$ cat src/rtl/hps_pkg.sv
// Shared types, constants and step table for the haptic pattern sequencer.
package hps_pkg;

    // Default sizes
    localparam int HPS_QUEUE_DEPTH   = 64;
    localparam int HPS_PATTERN_DEPTH = 16;

    // Field widths
    localparam int CODE_W   = 3;
    localparam int REPEAT_W = 8;
    localparam int DUR_W    = 10;
    localparam int STEP_W   = DUR_W + 1;
    localparam int QSTEPS_W = 7;
    localparam int TDATA_W  = 16;

    // Step durations in ms
    localparam logic [DUR_W-1:0] DUR_BUZZ_SHORT  = DUR_W'(100);
    localparam logic [DUR_W-1:0] DUR_BUZZ_MEDIUM = DUR_W'(250);
    localparam logic [DUR_W-1:0] DUR_BUZZ_LONG   = DUR_W'(500);
    localparam logic [DUR_W-1:0] DUR_PAUSE_SHORT = DUR_W'(80);
    localparam logic [DUR_W-1:0] DUR_PAUSE_MED   = DUR_W'(200);
    localparam logic [DUR_W-1:0] DUR_PAUSE_LONG  = DUR_W'(600);
    localparam logic [DUR_W-1:0] DUR_CLICK       = DUR_W'(40);
    localparam logic [DUR_W-1:0] DUR_NONE        = '0;
    localparam logic [DUR_W-1:0] ELAPSED_MAX     = '1;

    // Block codes
    typedef enum logic [CODE_W-1:0] {
        BLK_BUZZ_SHORT  = 3'd0,
        BLK_BUZZ_MEDIUM = 3'd1,
        BLK_BUZZ_LONG   = 3'd2,
        BLK_PAUSE_SHORT = 3'd3,
        BLK_PAUSE_MED   = 3'd4,
        BLK_PAUSE_LONG  = 3'd5,
        BLK_CLICK       = 3'd6,
        BLK_IGNORED     = 3'd7
    } t_block;

    // Request kinds
    localparam logic REQ_LOAD = 1'b0;
    localparam logic REQ_TICK = 1'b1;

    // Controller states
    typedef enum logic [2:0] {
        S_IDLE,
        S_EXEC,
        S_EXP_RD,
        S_EXP_PUSH,
        S_START_CHK,
        S_POP,
        S_RESULT
    } t_state;

    // Controller to datapath
    typedef struct packed {
        logic capture;
        logic exec;
        logic exp_read;
        logic exp_push;
        logic exp_finish;
        logic pop_read;
        logic pop_load;
        logic load_out;
    } t_cmd;

    // Datapath to controller
    typedef struct packed {
        logic is_tick;
        logic is_last;
        logic running;
        logic tick_done;
        logic exp_done;
        logic q_nonempty;
        logic out_free;
    } t_status;

    // Map a block code to {motor bit, duration}; a zero duration means no step
    function automatic logic [STEP_W-1:0] step_entry(input logic [CODE_W-1:0] code);
        logic [STEP_W-1:0] e;
        unique case (t_block'(code))
            BLK_BUZZ_SHORT:  e = {1'b1, DUR_BUZZ_SHORT};
            BLK_BUZZ_MEDIUM: e = {1'b1, DUR_BUZZ_MEDIUM};
            BLK_BUZZ_LONG:   e = {1'b1, DUR_BUZZ_LONG};
            BLK_PAUSE_SHORT: e = {1'b0, DUR_PAUSE_SHORT};
            BLK_PAUSE_MED:   e = {1'b0, DUR_PAUSE_MED};
            BLK_PAUSE_LONG:  e = {1'b0, DUR_PAUSE_LONG};
            BLK_CLICK:       e = {1'b1, DUR_CLICK};
            default:         e = {1'b0, DUR_NONE};
        endcase
        return e;
    endfunction

endpackage

$ cat src/rtl/hps_ram.sv
// Generic single-write, single-read RAM with registered read data.
module hps_ram #(
    parameter int WIDTH = 8,
    parameter int DEPTH = 16,
    parameter int AW    = (DEPTH > 1) ? $clog2(DEPTH) : 1
) (
    input  logic             i_clk,
    input  logic             i_we,
    input  logic [AW-1:0]    i_waddr,
    input  logic [WIDTH-1:0] i_wdata,
    input  logic             i_re,
    input  logic [AW-1:0]    i_raddr,
    output logic [WIDTH-1:0] o_rdata
);

    logic [WIDTH-1:0] r_mem [DEPTH];
    logic [WIDTH-1:0] r_rdata;

    // Write port
    always_ff @(posedge i_clk) begin
        if (i_we) begin
            r_mem[i_waddr] <= i_wdata;
        end
    end

    // Registered read port
    always_ff @(posedge i_clk) begin
        if (i_re) begin
            r_rdata <= r_mem[i_raddr];
        end
    end

    assign o_rdata = r_rdata;

endmodule

$ cat src/rtl/hps_ctrl.sv
// Sequencer controller: execute, then expand and start as needed, then result.
module hps_ctrl
    import hps_pkg::*;
(
    input  logic    i_clk,
    input  logic    i_rst_n,
    input  logic    i_in_valid,
    input  t_status i_status,
    output logic    o_in_ready,
    output t_cmd    o_cmd
);

    t_state r_state;
    t_state n_state;

    // State register
    always_ff @(posedge i_clk) begin
        if (!i_rst_n) begin
            r_state <= S_IDLE;
        end else begin
            r_state <= n_state;
        end
    end

    // Next state
    always_comb begin
        n_state = r_state;
        unique case (r_state)
            S_IDLE: begin
                if (i_in_valid) n_state = S_EXEC;
            end
            S_EXEC: begin
                if (i_status.is_tick) begin
                    n_state = (i_status.running && i_status.tick_done) ? S_START_CHK
                                                                       : S_RESULT;
                end else begin
                    n_state = i_status.is_last ? S_EXP_RD : S_RESULT;
                end
            end
            S_EXP_RD: begin
                n_state = i_status.exp_done ? S_START_CHK : S_EXP_PUSH;
            end
            S_EXP_PUSH: begin
                n_state = S_EXP_RD;
            end
            S_START_CHK: begin
                n_state = (!i_status.running && i_status.q_nonempty) ? S_POP : S_RESULT;
            end
            S_POP: begin
                n_state = S_RESULT;
            end
            S_RESULT: begin
                if (i_status.out_free) n_state = S_IDLE;
            end
            default: n_state = S_IDLE;
        endcase
    end

    // Commands
    always_comb begin
        o_cmd      = '0;
        o_in_ready = 1'b0;
        unique case (r_state)
            S_IDLE: begin
                o_in_ready     = 1'b1;
                o_cmd.capture  = i_in_valid;
            end
            S_EXEC: begin
                o_cmd.exec = 1'b1;
            end
            S_EXP_RD: begin
                o_cmd.exp_finish = i_status.exp_done;
                o_cmd.exp_read   = !i_status.exp_done;
            end
            S_EXP_PUSH: begin
                o_cmd.exp_push = 1'b1;
            end
            S_START_CHK: begin
                o_cmd.pop_read = !i_status.running && i_status.q_nonempty;
            end
            S_POP: begin
                o_cmd.pop_load = 1'b1;
            end
            S_RESULT: begin
                o_cmd.load_out = i_status.out_free;
            end
            default: ;
        endcase
    end

endmodule

$ cat src/rtl/hps_dp.sv
// Sequencer datapath: pattern buffer, step queue, step timer and result register.
module hps_dp
    import hps_pkg::*;
#(
    parameter int QUEUE_DEPTH   = HPS_QUEUE_DEPTH,
    parameter int PATTERN_DEPTH = HPS_PATTERN_DEPTH
) (
    input  logic               i_clk,
    input  logic               i_rst_n,
    input  t_cmd               i_cmd,
    input  logic               i_req_type,
    input  logic [CODE_W-1:0]  i_block_id,
    input  logic               i_last_block,
    input  logic [REPEAT_W-1:0] i_repeat_count,
    input  logic               i_out_ready,
    output t_status            o_status,
    output logic               o_out_valid,
    output logic [TDATA_W-1:0] o_out_data
);

    localparam int QAW = $clog2(QUEUE_DEPTH);
    localparam int QCW = $clog2(QUEUE_DEPTH + 1);
    localparam int PAW = (PATTERN_DEPTH > 1) ? $clog2(PATTERN_DEPTH) : 1;
    localparam int PCW = $clog2(PATTERN_DEPTH + 1);
    localparam logic [QAW-1:0] QLAST = QAW'(QUEUE_DEPTH - 1);
    localparam logic [QCW-1:0] QFULL = QCW'(QUEUE_DEPTH);
    localparam logic [PCW-1:0] PFULL = PCW'(PATTERN_DEPTH);

    // Captured item
    logic                r_req, n_req;
    logic [CODE_W-1:0]   r_code, n_code;
    logic                r_last, n_last;
    logic [REPEAT_W-1:0] r_rep, n_rep;

    // Pattern and expansion state
    logic [PCW-1:0]      r_plen, n_plen;
    logic [PAW-1:0]      r_idx, n_idx;
    logic [REPEAT_W-1:0] r_pass, n_pass;
    logic                r_ovf, n_ovf;

    // Queue state
    logic [QAW-1:0]      r_head, n_head;
    logic [QAW-1:0]      r_tail, n_tail;
    logic [QCW-1:0]      r_count, n_count;

    // Step timer
    logic                r_running, n_running;
    logic                r_motor, n_motor;
    logic [DUR_W-1:0]    r_step_len, n_step_len;
    logic [DUR_W-1:0]    r_elapsed, n_elapsed;

    // Result register
    logic                r_out_valid, n_out_valid;
    logic [TDATA_W-1:0]  r_out_data, n_out_data;

    // Memory ports
    logic                pb_we;
    logic [CODE_W-1:0]   pb_rdata;
    logic                q_we;
    logic [STEP_W-1:0]   q_wdata;
    logic [STEP_W-1:0]   q_rdata;

    logic [DUR_W-1:0]    elapsed_inc;
    logic [STEP_W-1:0]   entry;
    logic                busy;

    hps_ram #(
        .WIDTH(CODE_W),
        .DEPTH(PATTERN_DEPTH),
        .AW   (PAW)
    ) u_pattern_ram (
        .i_clk  (i_clk),
        .i_we   (pb_we),
        .i_waddr(r_plen[PAW-1:0]),
        .i_wdata(r_code),
        .i_re   (i_cmd.exp_read),
        .i_raddr(r_idx),
        .o_rdata(pb_rdata)
    );

    hps_ram #(
        .WIDTH(STEP_W),
        .DEPTH(QUEUE_DEPTH),
        .AW   (QAW)
    ) u_queue_ram (
        .i_clk  (i_clk),
        .i_we   (q_we),
        .i_waddr(r_tail),
        .i_wdata(q_wdata),
        .i_re   (i_cmd.pop_read),
        .i_raddr(r_head),
        .o_rdata(q_rdata)
    );

    // Saturating millisecond count of the running step
    assign elapsed_inc = (r_elapsed < ELAPSED_MAX) ? r_elapsed + 1'b1 : r_elapsed;
    assign entry       = step_entry(pb_rdata);
    assign busy        = r_running || (r_count != '0);

    // Status to controller
    always_comb begin
        o_status.is_tick    = (r_req == REQ_TICK);
        o_status.is_last    = r_last;
        o_status.running    = r_running;
        o_status.tick_done  = (elapsed_inc >= r_step_len);
        o_status.exp_done   = (r_pass == r_rep) || (r_plen == '0);
        o_status.q_nonempty = (r_count != '0);
        o_status.out_free   = !r_out_valid || i_out_ready;
    end

    // Next values
    always_comb begin
        n_req       = r_req;
        n_code      = r_code;
        n_last      = r_last;
        n_rep       = r_rep;
        n_plen      = r_plen;
        n_idx       = r_idx;
        n_pass      = r_pass;
        n_ovf       = r_ovf;
        n_head      = r_head;
        n_tail      = r_tail;
        n_count     = r_count;
        n_running   = r_running;
        n_motor     = r_motor;
        n_step_len  = r_step_len;
        n_elapsed   = r_elapsed;
        n_out_valid = r_out_valid;
        n_out_data  = r_out_data;
        pb_we       = 1'b0;
        q_we        = 1'b0;
        q_wdata     = entry;

        // Take the beat
        if (i_cmd.capture) begin
            n_req  = i_req_type;
            n_code = i_block_id;
            n_last = i_last_block;
            n_rep  = i_repeat_count;
            n_ovf  = 1'b0;
        end

        // Store a block or count a tick
        if (i_cmd.exec) begin
            n_idx  = '0;
            n_pass = '0;
            if (r_req == REQ_LOAD) begin
                if (r_plen < PFULL) begin
                    pb_we  = 1'b1;
                    n_plen = r_plen + 1'b1;
                end
            end else if (r_running) begin
                n_elapsed = elapsed_inc;
                if (elapsed_inc >= r_step_len) begin
                    n_motor   = 1'b0;
                    n_running = 1'b0;
                end
            end
        end

        // Push one expanded step, drop it when the queue is full
        if (i_cmd.exp_push) begin
            if (entry[DUR_W-1:0] != DUR_NONE) begin
                if (r_count == QFULL) begin
                    n_ovf = 1'b1;
                end else begin
                    q_we    = 1'b1;
                    n_tail  = (r_tail == QLAST) ? '0 : r_tail + 1'b1;
                    n_count = r_count + 1'b1;
                end
            end
            if (PCW'(r_idx) + PCW'(1) == r_plen) begin
                n_idx  = '0;
                n_pass = r_pass + 1'b1;
            end else begin
                n_idx = r_idx + 1'b1;
            end
        end

        // Empty the pattern after expansion
        if (i_cmd.exp_finish) begin
            n_plen = '0;
        end

        // Start the step at the queue head
        if (i_cmd.pop_load) begin
            n_motor    = q_rdata[DUR_W];
            n_step_len = q_rdata[DUR_W-1:0];
            n_elapsed  = '0;
            n_running  = 1'b1;
            n_head     = (r_head == QLAST) ? '0 : r_head + 1'b1;
            n_count    = r_count - 1'b1;
        end

        // Result register
        if (i_cmd.load_out) begin
            n_out_valid = 1'b1;
            n_out_data  = {(TDATA_W - QSTEPS_W - 3)'(0), QSTEPS_W'(r_count), r_ovf,
                           busy, r_motor};
        end else if (i_out_ready) begin
            n_out_valid = 1'b0;
        end
    end

    // Control registers
    always_ff @(posedge i_clk) begin
        if (!i_rst_n) begin
            r_plen      <= '0;
            r_idx       <= '0;
            r_pass      <= '0;
            r_ovf       <= 1'b0;
            r_head      <= '0;
            r_tail      <= '0;
            r_count     <= '0;
            r_running   <= 1'b0;
            r_motor     <= 1'b0;
            r_step_len  <= '0;
            r_elapsed   <= '0;
            r_out_valid <= 1'b0;
        end else begin
            r_plen      <= n_plen;
            r_idx       <= n_idx;
            r_pass      <= n_pass;
            r_ovf       <= n_ovf;
            r_head      <= n_head;
            r_tail      <= n_tail;
            r_count     <= n_count;
            r_running   <= n_running;
            r_motor     <= n_motor;
            r_step_len  <= n_step_len;
            r_elapsed   <= n_elapsed;
            r_out_valid <= n_out_valid;
        end
    end

    // Payload registers
    always_ff @(posedge i_clk) begin
        r_req      <= n_req;
        r_code     <= n_code;
        r_last     <= n_last;
        r_rep      <= n_rep;
        r_out_data <= n_out_data;
    end

    assign o_out_valid = r_out_valid;
    assign o_out_data  = r_out_data;

endmodule

$ cat src/rtl/haptic_pattern_sequencer_unit.sv
// Haptic pattern sequencer top level: stream ports, controller and datapath.
//
// Usage: the slave stream takes one request per beat. tuser is the request
// kind (0 load a pattern block, 1 one millisecond tick); tlast marks the
// final block of a pattern, which replays the buffered pattern repeat_count
// times into the step queue. Each request yields exactly one result beat on
// the master stream carrying the motor/LED level, busy, the overflow flag of
// that request and the number of queued steps.
// Flow: one request is in work at a time. A plain load or a tick passes the
// execute and result states; a tick that ends a step also passes the start
// check and, when a step is queued, the pop state. A last block adds one
// pattern buffer read and one queue push per stored block per replay (no write
// for a zero duration or a full queue), then closes the expansion and starts
// the first step if the timer is idle, before its result is loaded.
// Reset clears the counters, queue pointers and timer; the motor is off.
// While the receiver stalls, the result stays registered; the next request is
// taken and worked on, and its result waits until the register is free.
module haptic_pattern_sequencer_unit
    import hps_pkg::*;
#(
    parameter int QUEUE_DEPTH   = HPS_QUEUE_DEPTH,
    parameter int PATTERN_DEPTH = HPS_PATTERN_DEPTH
) (
    input  logic               i_clk,
    input  logic               i_rst_n,
    input  logic               i_s_tvalid,
    output logic               o_s_tready,
    input  logic [TDATA_W-1:0] i_s_tdata,  // [2:0] block_id, [10:3] repeat_count
    input  logic               i_s_tuser,  // [0] req_type
    input  logic               i_s_tlast,  // last_block
    output logic               o_m_tvalid,
    input  logic               i_m_tready,
    output logic [TDATA_W-1:0] o_m_tdata   // [0] motor_on, [1] busy_res,
                                           // [2] queue_overflow, [9:3] queued_steps
);

    t_cmd    cmd;
    t_status status;

    hps_ctrl u_ctrl (
        .i_clk     (i_clk),
        .i_rst_n   (i_rst_n),
        .i_in_valid(i_s_tvalid),
        .i_status  (status),
        .o_in_ready(o_s_tready),
        .o_cmd     (cmd)
    );

    hps_dp #(
        .QUEUE_DEPTH  (QUEUE_DEPTH),
        .PATTERN_DEPTH(PATTERN_DEPTH)
    ) u_dp (
        .i_clk         (i_clk),
        .i_rst_n       (i_rst_n),
        .i_cmd         (cmd),
        .i_req_type    (i_s_tuser),
        .i_block_id    (i_s_tdata[CODE_W-1:0]),
        .i_last_block  (i_s_tlast),
        .i_repeat_count(i_s_tdata[CODE_W+REPEAT_W-1:CODE_W]),
        .i_out_ready   (i_m_tready),
        .o_status      (status),
        .o_out_valid   (o_m_tvalid),
        .o_out_data    (o_m_tdata)
    );

endmodule

$ cat config.mk
export PLATFORM = sky130hd
export DESIGN_NAME = haptic_pattern_sequencer_unit
export DESIGN_NICKNAME = d
export VERILOG_FILES = /design/src/rtl/hps_pkg.sv /design/src/rtl/hps_ram.sv /design/src/rtl/hps_ctrl.sv /design/src/rtl/hps_dp.sv /design/src/rtl/haptic_pattern_sequencer_unit.sv
export SDC_FILE = /design/constraint.sdc
export NUM_CORES = 1
export LEC_CHECK = 0
export BUFFER_PORTS_ARGS = -buffer_cell sky130_fd_sc_hd__buf_2
export CAP_MARGIN = 30
export CORE_ASPECT_RATIO = 1.4
export CORE_MARGIN = 8
export CORE_UTILIZATION = 32
export DETAILED_ROUTE_END_ITERATION = 6
export SLEW_MARGIN = 10
export SYNTH_ARGS = -nofsm -noshare
export SYNTH_HDL_FRONTEND = slang
export SYNTH_SLANG_ARGS = --single-unit
$ cat constraint.sdc
create_clock -name i_clk -period 4.7 [get_ports i_clk]
set_clock_uncertainty 0.2 [all_clocks]
set_input_delay 0.47 -clock i_clk [delete_from_list [all_inputs] [get_ports i_clk]]
set_output_delay 0.47 -clock i_clk [all_outputs]
set_load 0.005 [all_outputs]
# Word level (Yosys, flattened, before mapping)
# Memory sizes are Yosys's and may differ from the RTL's. A register that Yosys moved wholly into a read port is not among the register bits.
# Index checks and enable logic that the tools add are counted.
[classes]
n_addsub = 9
order_cmp = 3
n_eq_ne = 20
muxes = 57
bitwise_logic = 3
n_reduce_logical = 30
[op_table]
columns = ["operator", "count"]
rows = [
  ["$pmux 11 s7", 1],
  ["$mux 1", 35],
  ["$mux 7", 4],
  ["$mux 8", 3],
  ["$pmux 3 s7", 1],
  ["$eq 3x3->1 const B", 6],
  ["$reduce_bool 2->1", 8],
  ["$mux 3", 5],
  ["$add 6x1->6 const B", 2],
  ["$eq 3x2->1 const B", 4],
  ["$eq 6x6->1 const B", 2],
  ["$mux 4", 3],
  ["$mux 6", 2],
  ["$reduce_and 3->1", 4],
  ["$add 10x1->10 const B", 1],
  ["$ge 10x10->1", 1],
  ["$lt 10x10->1 const B", 1],
  ["$mux 10", 1],
  ["$reduce_bool 10->1", 1],
  ["$add 8x1->8 const B", 1],
  ["$eq 8x8->1", 1],
  ["$add 7x1->7 const B", 1],
  ["$eq 7x7->1 const B", 1],
  ["$reduce_bool 7->1", 1],
  ["other kinds (19)", 32],
]
[word_totals]
reg_bits = 86
mem_bits_rw = 752
mem_count = 2
[mem_list]
columns = ["memory", "depth", "word_bits", "rd", "rd_ports_with_merged_regs", "wr", "line_no", "text"]
rows = [
  ["u_dp.u_queue_ram.r_mem", 64, 11, 1, 1, 1, "hps_ram.sv:16", "logic [WIDTH-1:0] r_mem [DEPTH];"],
  ["u_dp.u_pattern_ram.r_mem", 16, 3, 1, 1, 1, "hps_ram.sv:16", ""],
]

# Depth between registers and ports, before layout
[depth]
word_depth = 8
ltp_mapped = 13
mapped_depth_nobuf = 13

# Hierarchy
# From an unflattened synthesis, not the netlist that was laid out.
[hier_totals]
cells_unflattened = 1880
hier_area_um2 = 34346.7
[by_module_without_submodules]
columns = ["module", "instances", "cells_per_inst", "area_per_inst_um2", "seq_area_each_um2"]
rows = [
  ["hps_ram at u_dp.u_queue_ram", 1, 1279, 27596.5, 21470.6],
  ["hps_dp", 1, 467, 4405.5, 1891.8],
  ["hps_ram at u_dp.u_pattern_ram", 1, 103, 2042.0, 1531.5],
  ["hps_ctrl", 1, 31, 302.8, 60.1],
]

# Least setup slack after synthesis
# OpenSTA, ideal clock, no wires.
[synth_path]
kind = "register -> register"
from = "reg u_dp.u_pattern_ram.r_rdata[1], in the netlist u_dp.u_pattern_ram.o_rdata[1], read port of u_dp.u_pattern_ram.r_mem"
to = "mem u_dp.u_queue_ram.r_mem[0][7] (netlist name) (data pin)"
setup_time_ns = 0.530
t_arrival_ns = 4.426
setup_slack_ns = -0.456
path_stages_with_launch = 4
n_path_buf = 1
period_less_slack_ns = 5.156
path_cell_list = "edfxtp_1 -> clkbuf_1 -> nor3b_1 -> o21bai_1"
[synth_via]
elab_chain_len = 2
elab_cells_between_ends = 8
[synth_lines]
columns = ["element", "line_no", "text"]
rows = [
  ["from (decl)", "hps_ram.sv:17", "logic [WIDTH-1:0] r_rdata;"],
  ["$eq 3x3->1 (tied with other cells)", "hps_pkg.sv:80", "unique case (t_block'(code))"],
  ["$pmux 11 s7 (*)", "hps_pkg.sv:80", ""],
  ["net u_dp.entry[7]", "hps_dp.sv:64", "logic [STEP_W-1:0] entry;"],
  ["to (decl)", "hps_ram.sv:16", ""],
]
# Mark *: on every way through the listed nets, which the timed path passes. The rest lies on a longest branch.

# Worst setup path in the final report
[layout_path]
from = "reg u_dp.u_pattern_ram.r_rdata[1], in the netlist u_dp.u_pattern_ram.o_rdata[1], read port of u_dp.u_pattern_ram.r_mem"
to = "mem u_dp.u_queue_ram.r_mem[16][6] (netlist name), enable pin"
[layout_via]
elab_chain_len = 7
elab_cells_between_ends = 13
[layout_lines]
columns = ["element", "line_no", "text"]
rows = [
  ["$eq 3x3->1 (tied with other cells)", "hps_pkg.sv:80", ""],
  ["$pmux 11 s7 (*)", "hps_pkg.sv:80", ""],
  ["$reduce_bool 10->1 (*)", "hps_dp.sv:163", "if (entry[DUR_W-1:0] != DUR_NONE) begin"],
  ["$mux 1 (*)", "hps_dp.sv:163", ""],
  ["$mux 1 (*)", "hps_dp.sv:162", "if (i_cmd.exp_push) begin"],
  ["$mux 1 (*)", "hps_ram.sv:21", "if (i_we) begin"],
  ["$mux 1 (implied by the code) (*)", "hps_ram.sv:22", "r_mem[i_waddr] <= i_wdata;"],
]
# Every way passes the cells marked *; elsewhere a longest branch is shown, timed or not.

==> metrics <==
final hold vios 0; first-pass GRT wire length between 90 and 100 mm; nets roughly 1800; die height 372 um; Worst slew margin between 30% and 40%; WL/cell roughly 22 um; Total GRT Usage 13.0%; DRT Wirelength around 66 mm; Area contributors post-synth edfxtp_1 (68%), mux4_2 (11%), dfxtp_1 (4.3%); core area approximately 90000 um^2; utilization after layout a little under two fifths; vias roughly 15000; max layer used met4; Die ar. 100000 um^2; CP most frequent cell nand3_1; final worst slack roughly 0.89 ns; CP Data Required Time about 4.7 ns; number of diodes 0; capture point of the worst reg-to-reg path u_dp.u_queue_ram.r_mem[16][6]; critical path's slowest cell nor2_1; asr flop ratio synth 0%; slowest stage delay, CP slightly above 0.8 ns; Critical Path Start u_dp.u_pattern_ram.o_rdata[1]; part of the power in combinational logic around 5.2%; FP Rows 130; Flop pwr share a little over half; vias in the first global route about 15000; drt drc 0; Main synth FF type edfxtp_1; I/O Pins 40; startpoint of the worst hold path i_rst_n; Clock Power Share 41.8%; fmax between 0.2 and 0.3 GHz; post-synth top area share approximately two thirds; fillers 8162; clk_lat worst skew between 0.6 and 0.7 ns; critical path launch point type flip-flop; Worst R2R Path Depth 6; met2 routed WL 35.9 mm; Slew @ Worst Pin around 0.95 ns; H-tree depth 3; sw frac roughly a fifth; Max clock buf depth 3; layout cells sized above 1 around 22%; Post-synth EDFFs 659; pre-CTS setup slack roughly 0.83 ns; Worst Hold Depth 3; sequential area share after synthesis between 70 and 80%; CP Data Arrival Time approximately 3.8 ns; VDD IR max 0.218 mV; Placer Congestion about 0.86; setup TNS 0 ns; CP endpoint kind flip-flop; delay-heaviest family, CP simple AND/OR/NAND/NOR gates; ANT nets after route 0; Yosys Warn Count 0; CTS tree done; Worst R2R Setup Slack slightly below 0.9 ns; Min Hold Slack roughly 0.12 ns; HP Class primary input to flip-flop; RSZ-0062 raised after global routing false; Crit Path Max Fanout 9; initial antenna violation count 0; Root Buffer Master clkbuf_16; Critical R2R Launch u_dp.u_pattern_ram.o_rdata[1]; met3 wire len 2.64 mm; Layout area overhead 15.2%; number of synthesized register bits approximately 720; run status complete, no violations; Tmin final between 3 and 4 ns; Avg Inst Size Synth approximately 18 um^2; power per cell area about 410 nW/um^2; largest net degree at the start of global routing between 60 and 70; WL met1 around 26 mm; Final Slew Violations 0; Initial Util between 30% and 40%; worst-path cell chain nand3_1 -> nand3_1 -> a21oi_1 -> nor2b_1 -> nand2_1 -> nor2_1; crit path kind flip-flop to flip-flop; Tcrit/Tclk final approximately four fifths; Synth area leader edfxtp_1; CTS Buf Count 67; switching power between 2 and 3 mW; WP buf/inv 0; post-CTS setup buffer count 0; CP endpoint u_dp.u_queue_ram.r_mem[16][6]; synthesized cell area slightly below 30000 um^2; critical path depth 6; final setup fails 0; first-pass iteration count of the detailed router 5; CTS sink count approximately 720; PortBufs 28; synthesized instance count 1632; Via density between 5 and 6; initial drt markers 1307; grt ovf 0; Leak roughly 10 nW; Worst-path clk slew ~0.060 ns; DPL Wire Length 43.7 mm; Power Internal approximately 11 mW; Yosys cell types 69; die width approximately 270 um; max_cap viols 0; total power around 14 mW
[power by group through the flow]
stage,logic [mW],clock network [mW],registers (mW)
6_report,0.707,5.66,7.17
4_1_cts,0.719,5.78,7.18
5_1_grt,0.766,6.00,7.19
3_5_place_dp,0.709,0,7.31
2_1_floorplan,0.556,0,7.24
3_3_place_gp,0.696,0,7.31
[flip-flops by register name (all words and copies together) (netlist names), 4 cells and up]
name / flops
u_dp.u_queue_ram.r_mem: 576
u_dp.r_pass: 8
u_dp.u_queue_ram.o_rdata: 9
u_dp.r_rep: 8
u_dp.r_idx: 4
u_dp.r_plen: 5
u_dp.r_count: 7
u_dp.r_step_len: 9
u_dp.r_tail: 6
u_dp.u_pattern_ram.r_mem: 48
u_dp.r_head: 6
u_dp.o_out_data: 10
u_dp.r_elapsed: 10
[final cells by class]
| cell class | instances | area (um^2) | area share (%) |
|---|---|---|---|
| sequential | 721 | 21000 | 63.1 |
| multi-input combinational | 795 | 7370 | 22.1 |
| clock buffer | 88 | 1860 | 5.58 |
| tap | 1188 | 1490 | 4.46 |
| timing repair buffer | 138 | 1040 | 3.12 |
| clock inverter | 33 | 440 | 1.32 |
| inverter | 25 | 93.8 | 0.282 |
[routing by layer]
layer | track usage (%) | vias up
met2 | 24.0 | 384
met4 | 5.28 | 0
met1 | 15.0 | 7783
met5 | 0 | -
li1 | - | 6695
met3 | 1.74 | 108
[worst reg2reg max path, stage by stage, from the launching register on]
cell      delay, ns
edfxtp_1       0.60
nand3_1        0.23
nand3_1        0.12
a21oi_1        0.69
nor2b_1        0.33
nand2_1        0.42
nor2_1         0.83
[cell families after synthesis]
| logic type | Yosys count | synth area share, % |
|---|---|---|
| other | 1 | 0.0130 |
| adder cells (fa/ha/maj) | 24 | 1.06 |
| buffers and inverters | 121 | 2.09 |
| XOR/XNOR | 40 | 1.21 |
| AND/OR/NAND/NOR | 331 | 5.50 |
| multiplexers | 193 | 12.9 |
| AO/OA/AOI/OAI | 201 | 4.53 |
| flip-flops | 721 | 72.7 |
[placed cells by master (no fill, tap or decap), types with 15 or more instances in the layout]
| cell | n |
|---|---|
| clkbuf_16 | 70 |
| buf_4 | 92 |
| nand3_1 | 20 |
| edfxtp_1 | 659 |
| a21oi_1 | 59 |
| mux2i_1 | 43 |
| ha_1 | 23 |
| mux4_2 | 143 |
| xor2_1 | 17 |
| dfxtp_1 | 59 |
| nor2_1 | 134 |
| nand2_1 | 72 |
| dlygate4sd3_1 | 15 |
| inv_1 | 24 |
| xnor2_1 | 23 |
| buf_2 | 28 |
| a22oi_1 | 37 |
| o21ai_0 | 27 |
| a211oi_1 | 18 |
[worst min path at each step]
stage                         endpoint
floorplan           u_dp.o_out_data[0]
global placement    u_dp.o_out_data[2]
detailed placement  u_dp.o_out_data[2]
CTS                       u_dp.r_motor
global route              u_dp.r_motor
finish                    u_dp.r_motor
[timing repair]
item / CTS / global route
hold buffers: 15 / 0
gates resized for setup: 0 / 0
hold endpoints to repair: 15 / 0
[cell usage after synthesis (14+ instances only)]
cell and n:
a22oi_1 37, mux2i_1 44, clkbuf_1 39, buf_2 25, dfxtp_1 62, o21ai_0 27
edfxtp_1 659, nand3_1 20, buf_4 14, nand2_1 73, mux4_2 143, a211oi_1 18
inv_1 24, ha_1 23, xnor2_1 23, a21oi_1 60, xor2_1 17, nor2_1 136
[through the flow]
step           cell area [um^2]  instances
2_1_floorplan             29000       1637
3_3_place_gp              30900       2848
3_5_place_dp              30900       2848
4_1_cts                   33300       2984
5_1_grt                   33300       2988
6_report                  33300       2988
Power figures use the tool's default switching activity.
